--- config.mk ---
export PLATFORM = sky130hd
export DESIGN_NAME = hbia_ram
export DESIGN_NICKNAME = d
export VERILOG_FILES = /design/src/hbia_pkg.sv /design/src/hbia_ram.sv
export SDC_FILE = /design/constraint.sdc
export NUM_CORES = 2
export LEC_CHECK = 0
export ABC_AREA = 1
export BUFFER_PORTS_ARGS = -buffer_cell sky130_fd_sc_hd__buf_2
export CAP_MARGIN = 40
export CORE_UTILIZATION = 30
export CTS_CLUSTER_DIAMETER = 30
export DETAILED_ROUTE_END_ITERATION = 10
export PLACE_DENSITY = 0.51
export SLEW_MARGIN = 10
export SYNTH_ARGS = -nofsm -noshare
export SYNTH_HDL_FRONTEND = slang
export SYNTH_SLANG_ARGS = --single-unit
--- constraint.sdc ---
create_clock -name clk_i -period 10.1 [get_ports clk_i]
set_input_delay 0.505 -clock clk_i [delete_from_list [all_inputs] [get_ports clk_i]]
set_output_delay 0.505 -clock clk_i [all_outputs]
set_load 0.01 [all_outputs]
--- src/hbia_pkg.sv ---
`timescale 1ns / 1ps
`default_nettype none
// ----------------------------------------------------------------------------
// hbia_pkg: shared types and constants of the hierarchical bitmap allocator
// Field widths, bitmap geometry, operation and status codes, sequencer states.
// ----------------------------------------------------------------------------
package hbia_pkg;

  // Bitmap geometry: 4096 IDs, 64 leaf words of 64 bits, one summary word
  localparam int unsigned MaxIds    = 4096;
  localparam int unsigned WordBits  = 64;
  localparam int unsigned LeafWords = MaxIds / WordBits;
  localparam int unsigned BitW      = $clog2(WordBits);
  localparam int unsigned WordW     = $clog2(LeafWords);

  // Payload widths
  localparam int unsigned FuncW   = 2;
  localparam int unsigned IdW     = 12;
  localparam int unsigned StatusW = 2;
  localparam int unsigned CountW  = 13;
  localparam int unsigned LimitW  = 13;

  localparam logic [LimitW-1:0] LimitReset = LimitW'(MaxIds);

  // Operation codes carried in func
  typedef enum logic [FuncW-1:0] {
    OP_ALLOC   = 2'd0,
    OP_RELEASE = 2'd1,
    OP_QUERY   = 2'd2
  } op_e;

  // Result status codes
  typedef enum logic [StatusW-1:0] {
    STAT_DONE    = 2'd0,
    STAT_FULL    = 2'd1,
    STAT_IGNORED = 2'd2
  } status_e;

  // Sequencer states
  typedef enum logic [1:0] {
    S_IDLE,
    S_LOOK,
    S_EVAL
  } state_e;

endpackage
`default_nettype wire

--- src/hbia_ram.sv ---
`timescale 1ns / 1ps
`default_nettype none
// ----------------------------------------------------------------------------
// hbia_ram: generic single-write, single-read RAM
// One write port and one read port with registered read data.
// ----------------------------------------------------------------------------
module hbia_ram #(
  parameter int unsigned Width = hbia_pkg::WordBits,
  parameter int unsigned Depth = hbia_pkg::LeafWords
) (
  input  wire logic                     clk_i,
  input  wire logic                     we_i,
  input  wire logic [$clog2(Depth)-1:0] waddr_i,
  input  wire logic [Width-1:0]         wdata_i,
  input  wire logic                     re_i,
  input  wire logic [$clog2(Depth)-1:0] raddr_i,
  output logic      [Width-1:0]         rdata_o
);

  logic [Width-1:0] mem_q [Depth];

  // Write, and register the read word
  always_ff @(posedge clk_i) begin
    if (we_i) begin
      mem_q[waddr_i] <= wdata_i;
    end
    if (re_i) begin
      rdata_o <= mem_q[raddr_i];
    end
  end

endmodule
`default_nettype wire

# [After elaboration in Yosys (flattened, before gate mapping)]
# Memory sizes are Yosys's and may differ from the RTL's. A register that Yosys moved wholly into a read port is not among the register bits.
# Cells that the tools add are included.
[word_totals] mem_count=1 input_bits=79 output_inout_bits=64 register_bits=0 mem_bits_rw=4096 word_cells=3
[mem_list] name="mem_q" words=64 word_bits=64 rd=1 rd_clocked_by_memory_dff=1 wr=1 line_no="hbia_ram.sv:20" rtl="logic [Width-1:0] mem_q [Depth];"
[classes] muxes=2
[ops] cell="$mux W1" n=2

# [Logic depth before layout (Yosys ltp)]
[depth] ltp_word=2 mapped_depth=13 mapped_depth_nobuf=9

# [Worst setup path after synthesis]
# No wires, ideal clock.
[synth_timing] path_type="input port to flip-flop" from="input port we_i" to="memory mem_q[48][0] in the netlist's numbering, enable pin" required_ns=9.454 cell_stages=3 setup_time_ns=0.646 path_buffers=1 arrival_time_ns=7.141 slack_ns=2.313 path_cell_list="clkbuf_1 > nand4_1 > nor4_1"
[synth_between] elab_chain_len=2
[synth_rtl] item="start: declaration" line_no="hbia_ram.sv:12" rtl="input wire logic we_i,"
[synth_rtl] item="$mux W1" line_no="hbia_ram.sv:24" rtl="if (we_i) begin"
[synth_rtl] item="$mux W1 (not written as such)" line_no="hbia_ram.sv:25" rtl="mem_q[waddr_i] <= wdata_i;"
[synth_rtl] item="end: declaration" line_no="hbia_ram.sv:20"
# No other way between the ends.

==> results.md <==
- Worst skew pair latency: 1.08 ns
- First-pass GRT wire length: 792000 µm
- Average cell area after synthesis: 12.4 µm²
- ANT nets after route: 0
- Largest net degree at the start of global routing: 209
- Cell Rows: 272
- Core area: 550000 µm²
- Switching Share: 23.1%
- Vias per cell: 5.11
- Net Sw Power: 10200 µW
- Clock buffer depth: 4
- Final setup fails: 0
- Final net count: 13807
- Hold violation count in the final report: 0
- CTS tree: yes
- Root buf cell: clkbuf_16
- Comb power frac: 4.9%
- Mapped Nets: 13484
- DR vias: 110151
- Post-CTS Resized: 0
- Top Ports: 143
- Tot GR Track Use: 19.5%
- Seq/Total Area, Yosys: 75.3%
- Worst Setup Start Kind: primary input
- Rel. slew slack: 4.95%
- Part of the cycle the worst path needs: 34.7%
- Pins Over Slew Limit: 0
- Distinct cells, synth: 15
- Share of cells above drive strength 1: 11.5%
- Synth Area in Simple Gates: 21.8%
- Worst-path clk slew: 0.05 ns
- Grt ovf: 0
- Setup Skew: 0.0410 ns
- Non-filler cells in the finished layout: 21556
- Pint: 34000 µW
- Dpl hpwl: 278000 µm
- Most frequent cells in the layout: nand2_1, edfxtp_1, nand3_1, clkbuf_16, buf_4
- Initial antenna violation count: 53
- H-Tree Depth: 6
- Reg power frac: 43.5%
- Inserted Clock Buffers: 652
- Vias in the first global route: 104562
- Initial Utilization: 30.2%
- Chip Width: 746 µm
- FILL cells: 52734
- Slew @ Worst Pin: 1.43 ns
- Post-synthesis compound-gate area fraction: 0%
- Arrival time at the worst endpoint: 4.32 ns
- Most common cell after layout, fill and taps aside: nand2_1
- Synth warnings: 0
- Leakage: 0.0698 µW
- Pwr Total: 44200 µW
- Crit Path Max Fanout: 137
- Post-Syn Area: 166000 µm²
- Main combinational cell family by area after synthesis: simple AND/OR/NAND/NOR gates
- Clock Sinks: 4160
- Post-Synth XOR/XNOR Area: 0%
- Placed cells: 20276
- Drt initial violations: 11700
- Worst EP required: 10.91 ns
- Area Overhead vs Synth: 20.2%
- Hold Crit Class: primary input to register
- Cell count after synthesis: 13405
- Clock network power share: 51.6%
- Port buffer count: 142
- Adder-Cell Fraction of Synth Area: 0%
- Post-Route WL: 563000 µm
- Die Height: 746 µm
- Synthesized flop and latch total: 4160
- Setup TNS: 0 ns
- Maximum clock frequency: 285 MHz
- Maximum vdd ir drop: 0.172 mV
- Unrepaired setup endpoints after global routing: no
- Max cap viols: 0
- WL per Instance: 26.1 µm
- Final min period: 3.50 ns
- # DRC: 0
- Kind of critical path: primary input to register
- Mux contribution to synthesized area: 0%
- Drt first pass iters: 6
- Outcome: complete, no violations
- Critical Path Sink Type: register
- Die area: 556000 µm²
- Pwr/cell area: 222 nW/µm²
- RD Place Congestion: 0.751
[power groups by stage]
stage	Combinational [µW]	Sequential (µW)	Clock, µW
floorplan	1180	19600	0
global placement	2060	19600	0
detailed placement	2150	19600	0
CTS	2180	19200	23000
global route	2360	19200	23700
finish	2180	19200	22800
[timing repair]
action,4_1_cts,5_1_grt
hold endpoints to repair,2215,0
hold buffers,56,0
setup buffers,0,0
[per-stage QoR]
stage / setup slack, ns / cell area [µm²] / utilization, % / hold slack (ns)
after floorplan: 2.31 / 166000 / - / 0.604
final: 6.60 / 200000 / 36.3 / 0.0867
after detailed placement: 5.60 / 176000 / 32.1 / 0.852
after global placement: 5.57 / 174000 / 31.6 / 0.841
after global routing: 6.56 / 199000 / 36.3 / 0.0673
after CTS: 6.74 / 199000 / 36.3 / 0.00590
[routing by layer]
layer	GRT usage, %	up-vias	wire length, µm
li1	-	48850	-
met1	26.3	56002	236000
met2	32.3	4273	268000
met3	2.70	1006	37800
met4	6.45	20	20000
met5	0	-	128
[logic make-up after synthesis]
kind of cell,Yosys count
buf+inv,909
flops,4160
simple gates,8336
[critical path, stage by stage]
cell,delay [ns]
buf_8,0.47
buf_4,0.69
buf_4,0.77
buf_12,0.48
nand3_1,0.15
nand3_1,0.18
nand3_1,0.13
nand3_1,0.13
nand2_1,0.08
nand2_1,0.07
nand2_1,0.05
[area by class of cell]
cell class | count | area, µm² | share of cell area, %
sequential | 4160 | 125000 | 62.6
multi-input combinational | 8336 | 36600 | 18.4
clock buffer | 717 | 16700 | 8.37
tap | 7261 | 9080 | 4.55
timing repair buffer | 566 | 6280 | 3.15
clock inverter | 490 | 5760 | 2.89
inverter | 12 | 105 | 0.0527
antenna | 14 | 35.0 | 0.0176
[worst paths after layout]
kind	start	end	slack [ns]	cells past startpoint
max	raddr_i[1]	rdata_o[44]$_DFFE_PP_	6.60	11
min	wdata_i[23]	mem_q[24][23]$_DFFE_PP_	0.09	2
max reg2reg	mem_q[47][23]$_DFFE_PP_	rdata_o[23]$_DFFE_PP_	8.13	8
min reg2reg	mem_q[42][55]$_DFFE_PP_	rdata_o[55]$_DFFE_PP_	0.85	8
[cell usage after synthesis]
cell,instances,area (µm²)
clkbuf_1,147,552
buf_8,3,45.0
inv_1,8,30.0
inv_2,2,7.51
nand3_1,3847,19300
nor2_1,56,210
inv_4,2,12.5
nand4_1,9,56.3
buf_2,501,2510
nand2_1,4416,16600
buf_6,40,450
nor4_1,8,50.1
buf_4,134,1010
buf_1,72,270
edfxtp_1,4160,125000
[state kept, by name (all words and copies together) (netlist names)]
name and count:
rdata_o 64, mem_q 4096
No activity file was read; power rests on OpenSTA's default activity.
